<file path="src/shgc_pkg.sv">
// Shared constants for the stereo high-pass / low-pass / gain chain.
// Used by the channel interfaces and the top level; no dependencies.

package shgc_pkg;

  // Sample and register widths
  localparam int SAMPLE_W      = 32;
  localparam int CFG_DATA_W    = 32;
  localparam int CFG_ADDR_W    = 5;
  localparam int FRAC_BITS_DEF = 16;

  // High-pass alphas 1/(1+2*pi*fc/44100), 24 fraction bits, floored
  localparam logic [31:0] HP_ALPHA_20_Q24 = 32'd16729544;
  localparam logic [31:0] HP_ALPHA_90_Q24 = 32'd16564808;

  // Register indexes (byte address / 4)
  localparam logic [2:0] REG_HPF_MODE   = 3'd0;
  localparam logic [2:0] REG_LPF_ENABLE = 3'd1;
  localparam logic [2:0] REG_LPF_ALPHA  = 3'd2;
  localparam logic [2:0] REG_GAIN       = 3'd3;
  localparam logic [2:0] REG_MUTE       = 3'd4;

  // High-pass mode codes
  localparam logic [1:0] HPF_OFF = 2'd0;
  localparam logic [1:0] HPF_20  = 2'd1;

endpackage

</file>
<file path="src/shgc_in_if.sv">
// Input frame channel: valid/ready handshake with a stereo sample payload.
// Depends on shgc_pkg for the sample width.

interface shgc_in_if import shgc_pkg::*; ();
  logic                       valid;
  logic                       ready;
  logic signed [SAMPLE_W-1:0] left_in;
  logic signed [SAMPLE_W-1:0] right_in;
  logic                       voice_active;
  logic                       block_end;

  modport source (output valid, left_in, right_in, voice_active, block_end, input ready);
  modport sink   (input valid, left_in, right_in, voice_active, block_end, output ready);
endinterface

</file>
<file path="src/shgc_out_if.sv">
// Result frame channel: valid/ready handshake with the processed stereo payload.
// Depends on shgc_pkg for the sample width.

interface shgc_out_if import shgc_pkg::*; ();
  logic                       valid;
  logic                       ready;
  logic signed [SAMPLE_W-1:0] left_out;
  logic signed [SAMPLE_W-1:0] right_out;
  logic                       block_end_out;

  modport source (output valid, left_out, right_out, block_end_out, input ready);
  modport sink   (input valid, left_out, right_out, block_end_out, output ready);
endinterface

</file>
<file path="src/stereo_hpf_lpf_gain_chain.sv">
// Top level of the stereo one-pole high-pass, low-pass and gain chain.
// Depends on shgc_pkg, shgc_in_if and shgc_out_if.
//
//   Port        Direction  Purpose
//   in_s        sink       stereo frame in, voice flag, block end mark
//   out_m       source     processed stereo frame, block end copy
//   cfg_*       APB slave  hpf_mode, lpf_enable, lpf_alpha, gain, mute
//
// One signed 32x32 multiplier with a registered product serves every step.
// A silent or muted frame skips the filter and gain steps and yields zeros; an active
// frame runs the enabled high-pass and low-pass steps and then gain, left channel first.
// in_s.ready is high only while the sequencer is idle; a finished result waits
// in the output register and a stalled output holds the sequencer before it.
// rst_n is synchronous, active low; filter state resets to zero.

module stereo_hpf_lpf_gain_chain import shgc_pkg::*; #(
  parameter int FRAC_BITS = FRAC_BITS_DEF
) (
  input  logic                  clk,
  input  logic                  rst_n,
  shgc_in_if.sink               in_s,
  shgc_out_if.source            out_m,
  input  logic                  cfg_psel,
  input  logic                  cfg_penable,
  input  logic                  cfg_pwrite,
  input  logic [CFG_ADDR_W-1:0] cfg_paddr,
  input  logic [CFG_DATA_W-1:0] cfg_pwdata,
  output logic [CFG_DATA_W-1:0] cfg_prdata,
  output logic                  cfg_pready
);

  localparam logic [31:0] ONE_FX  = 32'(1) << FRAC_BITS;
  localparam logic [31:0] HP_A20  = HP_ALPHA_20_Q24 >> (24 - FRAC_BITS);
  localparam logic [31:0] HP_A90  = HP_ALPHA_90_Q24 >> (24 - FRAC_BITS);
  localparam logic [17:0] GAIN_RST = ONE_FX[17:0];

  typedef enum logic [3:0] {
    S_IDLE, S_HP, S_HPW, S_LPA, S_LPB, S_LPW, S_GAIN, S_GW, S_DONE
  } state_t;

  state_t state_r, state_nxt;
  logic   ch_r, ch_nxt;

  // Configuration registers
  logic [1:0]  hpf_mode_r, hpf_mode_nxt;
  logic        lpf_en_r, lpf_en_nxt;
  logic [16:0] lpf_alpha_r, lpf_alpha_nxt;
  logic [17:0] gain_r, gain_nxt;
  logic        mute_r, mute_nxt;

  // Filter state, index 0 left, 1 right
  logic [31:0] hp_in_r [2];
  logic [31:0] hp_in_nxt [2];
  logic [31:0] hp_out_r [2];
  logic [31:0] hp_out_nxt [2];
  logic [31:0] lp_r [2];
  logic [31:0] lp_nxt [2];

  // Working registers
  logic [31:0] xr_r, xr_nxt;
  logic [31:0] s_r, s_nxt;
  logic [31:0] t_r, t_nxt;
  logic [31:0] res_r [2];
  logic [31:0] res_nxt [2];
  logic        be_r, be_nxt;
  logic signed [63:0] prod_r, prod_nxt;

  // Output register
  logic        ovalid_r, ovalid_nxt;
  logic [31:0] oleft_r, oleft_nxt;
  logic [31:0] oright_r, oright_nxt;
  logic        obe_r, obe_nxt;

  // Shared multiplier operands and scaled product
  logic signed [31:0] mul_a, mul_b;
  logic signed [63:0] prod_sh;
  logic [31:0]        fx;
  logic [31:0]        hp_alpha;
  logic [31:0]        lp_om;
  logic [31:0]        lp_y;
  logic               cfg_wr;
  logic [2:0]         cfg_idx;
  state_t             first_stage;

  assign prod_sh  = prod_r >>> FRAC_BITS;
  assign fx       = prod_sh[31:0];
  assign prod_nxt = mul_a * mul_b;
  assign hp_alpha = (hpf_mode_r == HPF_20) ? HP_A20 : HP_A90;
  assign lp_om    = ONE_FX - {15'd0, lpf_alpha_r};
  assign lp_y     = t_r + fx;

  assign cfg_wr     = cfg_psel & cfg_penable & cfg_pwrite;
  assign cfg_idx    = cfg_paddr[4:2];
  assign cfg_pready = 1'b1;

  assign in_s.ready          = (state_r == S_IDLE);
  assign out_m.valid         = ovalid_r;
  assign out_m.left_out      = oleft_r;
  assign out_m.right_out     = oright_r;
  assign out_m.block_end_out = obe_r;

  // Register read-back
  always_comb begin
    case (cfg_idx)
      REG_HPF_MODE:   cfg_prdata = {30'd0, hpf_mode_r};
      REG_LPF_ENABLE: cfg_prdata = {31'd0, lpf_en_r};
      REG_LPF_ALPHA:  cfg_prdata = {15'd0, lpf_alpha_r};
      REG_GAIN:       cfg_prdata = {14'd0, gain_r};
      REG_MUTE:       cfg_prdata = {31'd0, mute_r};
      default:        cfg_prdata = '0;
    endcase
  end

  // First step of each channel
  always_comb begin
    if (hpf_mode_r != HPF_OFF) begin
      first_stage = S_HP;
    end else if (lpf_en_r) begin
      first_stage = S_LPA;
    end else begin
      first_stage = S_GAIN;
    end
  end

  // Sequencer, configuration and datapath next values
  always_comb begin
    state_nxt     = state_r;
    ch_nxt        = ch_r;
    hpf_mode_nxt  = hpf_mode_r;
    lpf_en_nxt    = lpf_en_r;
    lpf_alpha_nxt = lpf_alpha_r;
    gain_nxt      = gain_r;
    mute_nxt      = mute_r;
    hp_in_nxt     = hp_in_r;
    hp_out_nxt    = hp_out_r;
    lp_nxt        = lp_r;
    xr_nxt        = xr_r;
    s_nxt         = s_r;
    t_nxt         = t_r;
    res_nxt       = res_r;
    be_nxt        = be_r;
    ovalid_nxt    = ovalid_r;
    oleft_nxt     = oleft_r;
    oright_nxt    = oright_r;
    obe_nxt       = obe_r;
    mul_a         = '0;
    mul_b         = '0;

    // Drop the output once transferred
    if (ovalid_r && out_m.ready) begin
      ovalid_nxt = 1'b0;
    end

    // Register writes; filter settings clear their filter's state
    if (cfg_wr) begin
      case (cfg_idx)
        REG_HPF_MODE: begin
          hpf_mode_nxt = cfg_pwdata[1:0];
          hp_in_nxt    = '{default: '0};
          hp_out_nxt   = '{default: '0};
        end
        REG_LPF_ENABLE: begin
          lpf_en_nxt = cfg_pwdata[0];
          lp_nxt     = '{default: '0};
        end
        REG_LPF_ALPHA: begin
          lpf_alpha_nxt = cfg_pwdata[16:0];
          lp_nxt        = '{default: '0};
        end
        REG_GAIN: gain_nxt = cfg_pwdata[17:0];
        REG_MUTE: mute_nxt = cfg_pwdata[0];
        default: ;
      endcase
    end

    case (state_r)
      S_IDLE: begin
        if (in_s.valid) begin
          be_nxt = in_s.block_end;
          xr_nxt = in_s.right_in;
          s_nxt  = in_s.left_in;
          ch_nxt = 1'b0;
          if (!in_s.voice_active || mute_r) begin
            res_nxt   = '{default: '0};
            state_nxt = S_DONE;
          end else begin
            state_nxt = first_stage;
          end
        end
      end
      S_HP: begin
        mul_a     = hp_alpha;
        mul_b     = hp_out_r[ch_r] + (s_r - hp_in_r[ch_r]);
        state_nxt = S_HPW;
      end
      S_HPW: begin
        hp_in_nxt[ch_r]  = s_r;
        hp_out_nxt[ch_r] = fx;
        s_nxt            = fx;
        state_nxt        = lpf_en_r ? S_LPA : S_GAIN;
      end
      S_LPA: begin
        mul_a     = {15'd0, lpf_alpha_r};
        mul_b     = s_r;
        state_nxt = S_LPB;
      end
      S_LPB: begin
        t_nxt     = fx;
        mul_a     = lp_om;
        mul_b     = lp_r[ch_r];
        state_nxt = S_LPW;
      end
      S_LPW: begin
        lp_nxt[ch_r] = lp_y;
        s_nxt        = lp_y;
        state_nxt    = S_GAIN;
      end
      S_GAIN: begin
        mul_a     = s_r;
        mul_b     = {14'd0, gain_r};
        state_nxt = S_GW;
      end
      S_GW: begin
        res_nxt[ch_r] = fx;
        if (!ch_r) begin
          ch_nxt    = 1'b1;
          s_nxt     = xr_r;
          state_nxt = first_stage;
        end else begin
          state_nxt = S_DONE;
        end
      end
      S_DONE: begin
        // Hold until the output register is free
        if (!ovalid_r || out_m.ready) begin
          ovalid_nxt = 1'b1;
          oleft_nxt  = res_r[0];
          oright_nxt = res_r[1];
          obe_nxt    = be_r;
          state_nxt  = S_IDLE;
        end
      end
      default: state_nxt = S_IDLE;
    endcase
  end

  // State, configuration, filter state, working and output registers
  always_ff @(posedge clk) begin
    if (!rst_n) begin
      state_r     <= S_IDLE;
      ch_r        <= 1'b0;
      hpf_mode_r  <= HPF_OFF;
      lpf_en_r    <= 1'b0;
      lpf_alpha_r <= '0;
      gain_r      <= GAIN_RST;
      mute_r      <= 1'b0;
      hp_in_r     <= '{default: '0};
      hp_out_r    <= '{default: '0};
      lp_r        <= '{default: '0};
      ovalid_r    <= 1'b0;
    end else begin
      state_r     <= state_nxt;
      ch_r        <= ch_nxt;
      hpf_mode_r  <= hpf_mode_nxt;
      lpf_en_r    <= lpf_en_nxt;
      lpf_alpha_r <= lpf_alpha_nxt;
      gain_r      <= gain_nxt;
      mute_r      <= mute_nxt;
      hp_in_r     <= hp_in_nxt;
      hp_out_r    <= hp_out_nxt;
      lp_r        <= lp_nxt;
      ovalid_r    <= ovalid_nxt;
    end
    xr_r     <= xr_nxt;
    s_r      <= s_nxt;
    t_r      <= t_nxt;
    res_r    <= res_nxt;
    be_r     <= be_nxt;
    prod_r   <= prod_nxt;
    oleft_r  <= oleft_nxt;
    oright_r <= oright_nxt;
    obe_r    <= obe_nxt;
  end

endmodule
</file>
<file path="src/flat_wrapper.sv">
// flat-port wrapper written by rule: the top's interface ports become plain ports
module stereo_hpf_lpf_gain_chain_flat import shgc_pkg::*;
#(
  parameter int FRAC_BITS = FRAC_BITS_DEF
)
  (clk, rst_n, cfg_psel, cfg_penable, cfg_pwrite, cfg_paddr, cfg_pwdata, cfg_prdata, cfg_pready, in_s_valid, in_s_left_in, in_s_right_in, in_s_voice_active, in_s_block_end, in_s_ready, out_m_valid, out_m_left_out, out_m_right_out, out_m_block_end_out, out_m_ready);
  shgc_in_if in_s_i ();
  shgc_out_if out_m_i ();
  input  logic clk;
  input  logic rst_n;
  input  logic cfg_psel;
  input  logic cfg_penable;
  input  logic cfg_pwrite;
  input  logic [CFG_ADDR_W-1:0] cfg_paddr;
  input  logic [CFG_DATA_W-1:0] cfg_pwdata;
  output logic [CFG_DATA_W-1:0] cfg_prdata;
  output logic cfg_pready;
  input wire logic [$bits(in_s_i.valid)-1:0] in_s_valid;
  input wire logic [$bits(in_s_i.left_in)-1:0] in_s_left_in;
  input wire logic [$bits(in_s_i.right_in)-1:0] in_s_right_in;
  input wire logic [$bits(in_s_i.voice_active)-1:0] in_s_voice_active;
  input wire logic [$bits(in_s_i.block_end)-1:0] in_s_block_end;
  output wire logic [$bits(in_s_i.ready)-1:0] in_s_ready;
  output wire logic [$bits(out_m_i.valid)-1:0] out_m_valid;
  output wire logic [$bits(out_m_i.left_out)-1:0] out_m_left_out;
  output wire logic [$bits(out_m_i.right_out)-1:0] out_m_right_out;
  output wire logic [$bits(out_m_i.block_end_out)-1:0] out_m_block_end_out;
  input wire logic [$bits(out_m_i.ready)-1:0] out_m_ready;
  assign in_s_i.valid = in_s_valid;
  assign in_s_i.left_in = in_s_left_in;
  assign in_s_i.right_in = in_s_right_in;
  assign in_s_i.voice_active = in_s_voice_active;
  assign in_s_i.block_end = in_s_block_end;
  assign in_s_ready = in_s_i.ready;
  assign out_m_valid = out_m_i.valid;
  assign out_m_left_out = out_m_i.left_out;
  assign out_m_right_out = out_m_i.right_out;
  assign out_m_block_end_out = out_m_i.block_end_out;
  assign out_m_i.ready = out_m_ready;
  stereo_hpf_lpf_gain_chain #(.FRAC_BITS(FRAC_BITS)) u_core (.clk(clk), .rst_n(rst_n), .in_s(in_s_i), .out_m(out_m_i), .cfg_psel(cfg_psel), .cfg_penable(cfg_penable), .cfg_pwrite(cfg_pwrite), .cfg_paddr(cfg_paddr), .cfg_pwdata(cfg_pwdata), .cfg_prdata(cfg_prdata), .cfg_pready(cfg_pready));
endmodule
</file>
<file path="config.mk">
export PLATFORM = sky130hd
export DESIGN_NAME = stereo_hpf_lpf_gain_chain_flat
export DESIGN_NICKNAME = d
export VERILOG_FILES = /design/src/shgc_pkg.sv /design/src/shgc_in_if.sv /design/src/shgc_out_if.sv /design/src/stereo_hpf_lpf_gain_chain.sv /design/src/flat_wrapper.sv
export SDC_FILE = /design/constraint.sdc
export NUM_CORES = 2
export LEC_CHECK = 0
export BUFFER_PORTS_ARGS = -buffer_cell sky130_fd_sc_hd__buf_2
export CORE_MARGIN = 10
export CORE_UTILIZATION = 35
export DETAILED_ROUTE_END_ITERATION = 8
export SYNTH_ARGS = -nofsm -noshare
export SYNTH_HDL_FRONTEND = slang
export SYNTH_SLANG_ARGS = --single-unit
</file>
<file path="constraint.sdc">
create_clock -name clk -period 13.89 [get_ports clk]
set_input_delay 2.778 -clock clk [delete_from_list [all_inputs] [get_ports clk]]
set_output_delay 2.778 -clock clk [all_outputs]
set_load 0.01 [all_outputs]
</file>
==> qor.csv <==
stage;metric;value;unit
outcome;outcome;complete, no violations;
route;final WL;158000;um
finish;fraction of layout instances using a drive strength above 1;8.35;%
finish;fill count;15100;
clock_network;Max clock buf depth;3;
placed_design;post-DP HPWL;122000;um
global_routing;initial antenna violation count;6;
sta;Fin. Hold Viols;0;
placed_design;Placement Setup Slack;1.64;ns
clock_network;hold_buf cts;0;
clock_network;clock-pin slew on the worst setup and hold paths;0.07;ns
synthesis;Distinct cells, synth;94;
synthesis;leading area contributor after synthesis;fa_1;
worst_setup_path;Arrival @ worst endpoint;12.86;ns
clock_network;CTS buffer count;48;
route;via/cell ratio;5.14;
synthesis;XOR/XNOR share of the synthesized area;2.10;%
placed_design;placed insts;7679;
route;DR WL/cell;20.3;um
synthesis;Post-Synth Simple-Gate Area;14.2;%
worst_setup_path;Max stage delay on crit path;0.95;ns
sta;minimum clock period;12.42;ns
synthesis;cell area after synthesis;0.0529;mm^2
floorplan;Die Height;409;um
pwr;Total Power;6.33;mW
global_routing;Overflow after GRT;0;
global_routing;vias in the first global route;41400;
global_routing;GR Util All Layers;18.7;%
worst_hold_path;Hold Path Cell Cnt;0;
clock_network;H-tree levels;2;
synthesis;mux share of post-synthesis cell area;3.32;%
sta;final setup margin;1.47;ns
synthesis;largest family of logic cells by synthesized area;adder cells;
finish;Cell Count, Final, Fillers Out;7770;
route;DRT antenna net count;0;
sta;crit share post-route;89.4;%
route;drt drc;0;
synthesis;Synth Area in Adders;38.3;%
placed_design;gpl congestion;0.910;
sta;Clock Skew;0.0397;ns
sta;fin. max-slew vios;0;
synthesis;Ys Warns;0;
synthesis;Yosys top cell area share;32.9;%
pwr;pwr/cell area;110;mW/mm^2
sta;unrepaired setup endpoints after global routing;false;
pwr;leakage;25.1;nW
pwr;Peak VDD IR;0.000122;V
floorplan;core area;0.150;mm^2
worst_setup_path;CP required;14.33;ns
synthesis;synth top area cells;fa_1 33%, edfxtp_1 13%, dfxtp_1 10%;
clock_network;Clk Tree Root Cell;clkbuf_16;
synthesis;ys async rst share;0;%
worst_hold_path;worst hold path class;flop to flop;
floorplan;Starting Density;35.3;%
finish;Synth-to-Final Area Change;8.98;%
global_routing;met1 GRT Util;25.4;%
global_routing;met3 usage;2.78;%
synthesis;syn avg cell area;9.30;um^2
synthesis;Post-synth EDFFs;226;
worst_setup_path;Crit Path Category;flop to flop;
route;DRT iter0 DRCs;3407;
global_routing;gr busiest metal;met2;
clock_network;CTS tree;built;
worst_setup_path;reg2reg path depth;38;
finish;NumNets Final;6920;
clock_network;Resize count post-CTS;0;
synthesis;Compound-Gate Fraction of Synth Area;9.23;%
worst_setup_path;Top delay family on crit path;adder cells;
worst_setup_path;maximum fanout along the worst path;51;
floorplan;Die Wd;409;um
route;detailed-route via count;39900;
sta;Peak Freq;80.5;MHz
sta;Slew @ Worst Pin;1.24;ns
floorplan;die area;0.167;mm^2
global_routing;largest net degree at the start of global routing;122;
synthesis;Seq/Total Area, Yosys;23.0;%
worst_setup_path;CP dominant cell by count;fa_1;
flow_run;total of max-cap violations;0;
floorplan;I/O pin total;210;
placed_design;number of port buffers;178;
worst_setup_path;WP buf/inv;7;
synthesis;Syn Inst Count;5691;
global_routing;first-pass GRT wire length;246000;um
worst_setup_path;Critical Path End Type;flop;
worst_setup_path;CP startpoint kind;flop;
sta;Setup Viol. Count Final;0;
worst_setup_path;CP Depth;38;
global_routing;met2 Use GR;30.7;%
route;1st-pass router iterations;7;
sta;Max-slew headroom;16.7;%
floorplan;# rows;142;
synthesis;number of synthesized register bits;495;
clock_network;clk_lat worst skew;0.61;ns
sta;Setup TNS;0;ns
worst_setup_path;Slowest-stage cell, CP;dfxtp_4;
clock_network;Post-CTS Setup Bufs;0;
clock_network;clock tree sinks;495;
synthesis;top_reg_cell synth;dfxtp_1;
-- cell usage after synthesis (88+ instances only) --
cell type  count
nand2_1      947
dfxtp_1      269
nand3_1      157
xnor2_1       88
mux2i_1      133
ha_1         227
fa_1         870
nor2_1       334
clkbuf_1     274
inv_1       1043
a21boi_0     174
a21oi_1      137
edfxtp_1     226
-- logic make-up (layout without fill, tap and decap cells) --
| logic type | Yosys count | after routing |
|---|---|---|
| flip-flops | 495 | 495 |
| XOR/XNOR | 123 | 123 |
| AND/OR/NAND/NOR | 1736 | 1736 |
| other | 2 | 18 |
| adder cells (fa/ha/maj) | 1097 | 1097 |
| AO/OA/AOI/OAI | 697 | 697 |
| multiplexers | 170 | 170 |
| buffers and inverters | 1371 | 1418 |
-- cell type report --
type	count	area (um^2)	share of cell area, %
inverters	1045	3930	6.81
flip-flops and latches	495	12200	21.1
well taps	2016	2520	4.37
diodes	3	7.51	0.0130
clock inverters	27	229	0.397
clock buffers	61	1290	2.24
multi-input cells	3838	35800	62.1
repair buffers	285	1700	2.94
-- routing by layer --
layer	share of wire [%]	up-vias
met2	47	1411
met3	7.0	243
li1	-	17800
met4	3.1	0
met1	43	20500
met5	0	-
-- worst reg2reg max path: cells and delay by family (launching register included) --
kind,cells,cell delay (ns)
compound gates,8,2.09
xor+xnor,2,0.38
fa+ha+maj,11,5.10
buf+inv,7,1.04
flops,1,0.95
mux,1,0.42
simple gates,9,2.28
-- placed cells by master, fill, tap and decap left out, types with 9 or more instances in the layout --
cell type	instances
nor2b_1	74
inv_1	1043
a222oi_1	33
a22o_1	17
ha_1	227
and2_1	74
o21bai_1	14
buf_2	177
conb_1	15
clkbuf_16	50
xor2_1	32
clkbuf_1	11
o21ai_0	68
or2_2	23
xnor2_1	88
a21oi_1	136
a21o_1	45
buf_4	108
nor2_1	330
a21boi_0	173
nand2b_1	29
dfxtp_1	268
o21ai_2	12
o21a_1	31
a31oi_1	9
edfxtp_1	226
mux2_2	36
nand3_1	156
and3_1	13
nor3_1	23
clkinv_1	11
a22oi_1	52
fa_1	870
nand2_1	944
mux2i_1	133
a221oi_1	17
-- sequential cells by signal (all words and copies together) (netlist names), 32 cells and up --
register	cells
u_core.t_r	32
u_core.res_r	64
u_core.hp_out_r	64
u_core.xr_r	32
u_core.s_r	32
u_core.hp_in_r	64
u_core.lp_r	64
u_core.prod_r	32
u_core.out_m.right_out	32
u_core.out_m.left_out	32
-- power by group --
group | internal [mW] | total, mW | switching [mW]
Clock | 0.717 | 1.31 | 0.589
Sequential | 1.87 | 2.12 | 0.253
Combinational | 0.959 | 2.91 | 1.95
-- path summary, 6_finish.rpt --
kind,start,endpoint,slack (ns)
setup / recovery,u_core.ch_r,u_core.prod_r[43],1.47
hold / removal,u_core.be_r,u_core.out_m.block_end_out,0.42
setup reg to reg,u_core.ch_r,u_core.prod_r[43],1.47
hold reg to reg,u_core.be_r,u_core.out_m.block_end_out,0.42
-- through the flow --
| step | hold WS, ns | util [%] | area [um^2] |
|---|---|---|---|
| 2_1_floorplan | 0.400 | - | 53000 |
| 6_report | 0.422 | 38.4 | 57700 |
| 3_3_place_gp | 0.401 | 37.4 | 56200 |
| 3_5_place_dp | 0.410 | 37.4 | 56200 |
| 5_1_grt | 0.427 | 38.4 | 57700 |
| 4_1_cts | 0.424 | 38.4 | 57700 |
(Power assumes the default switching activity.)
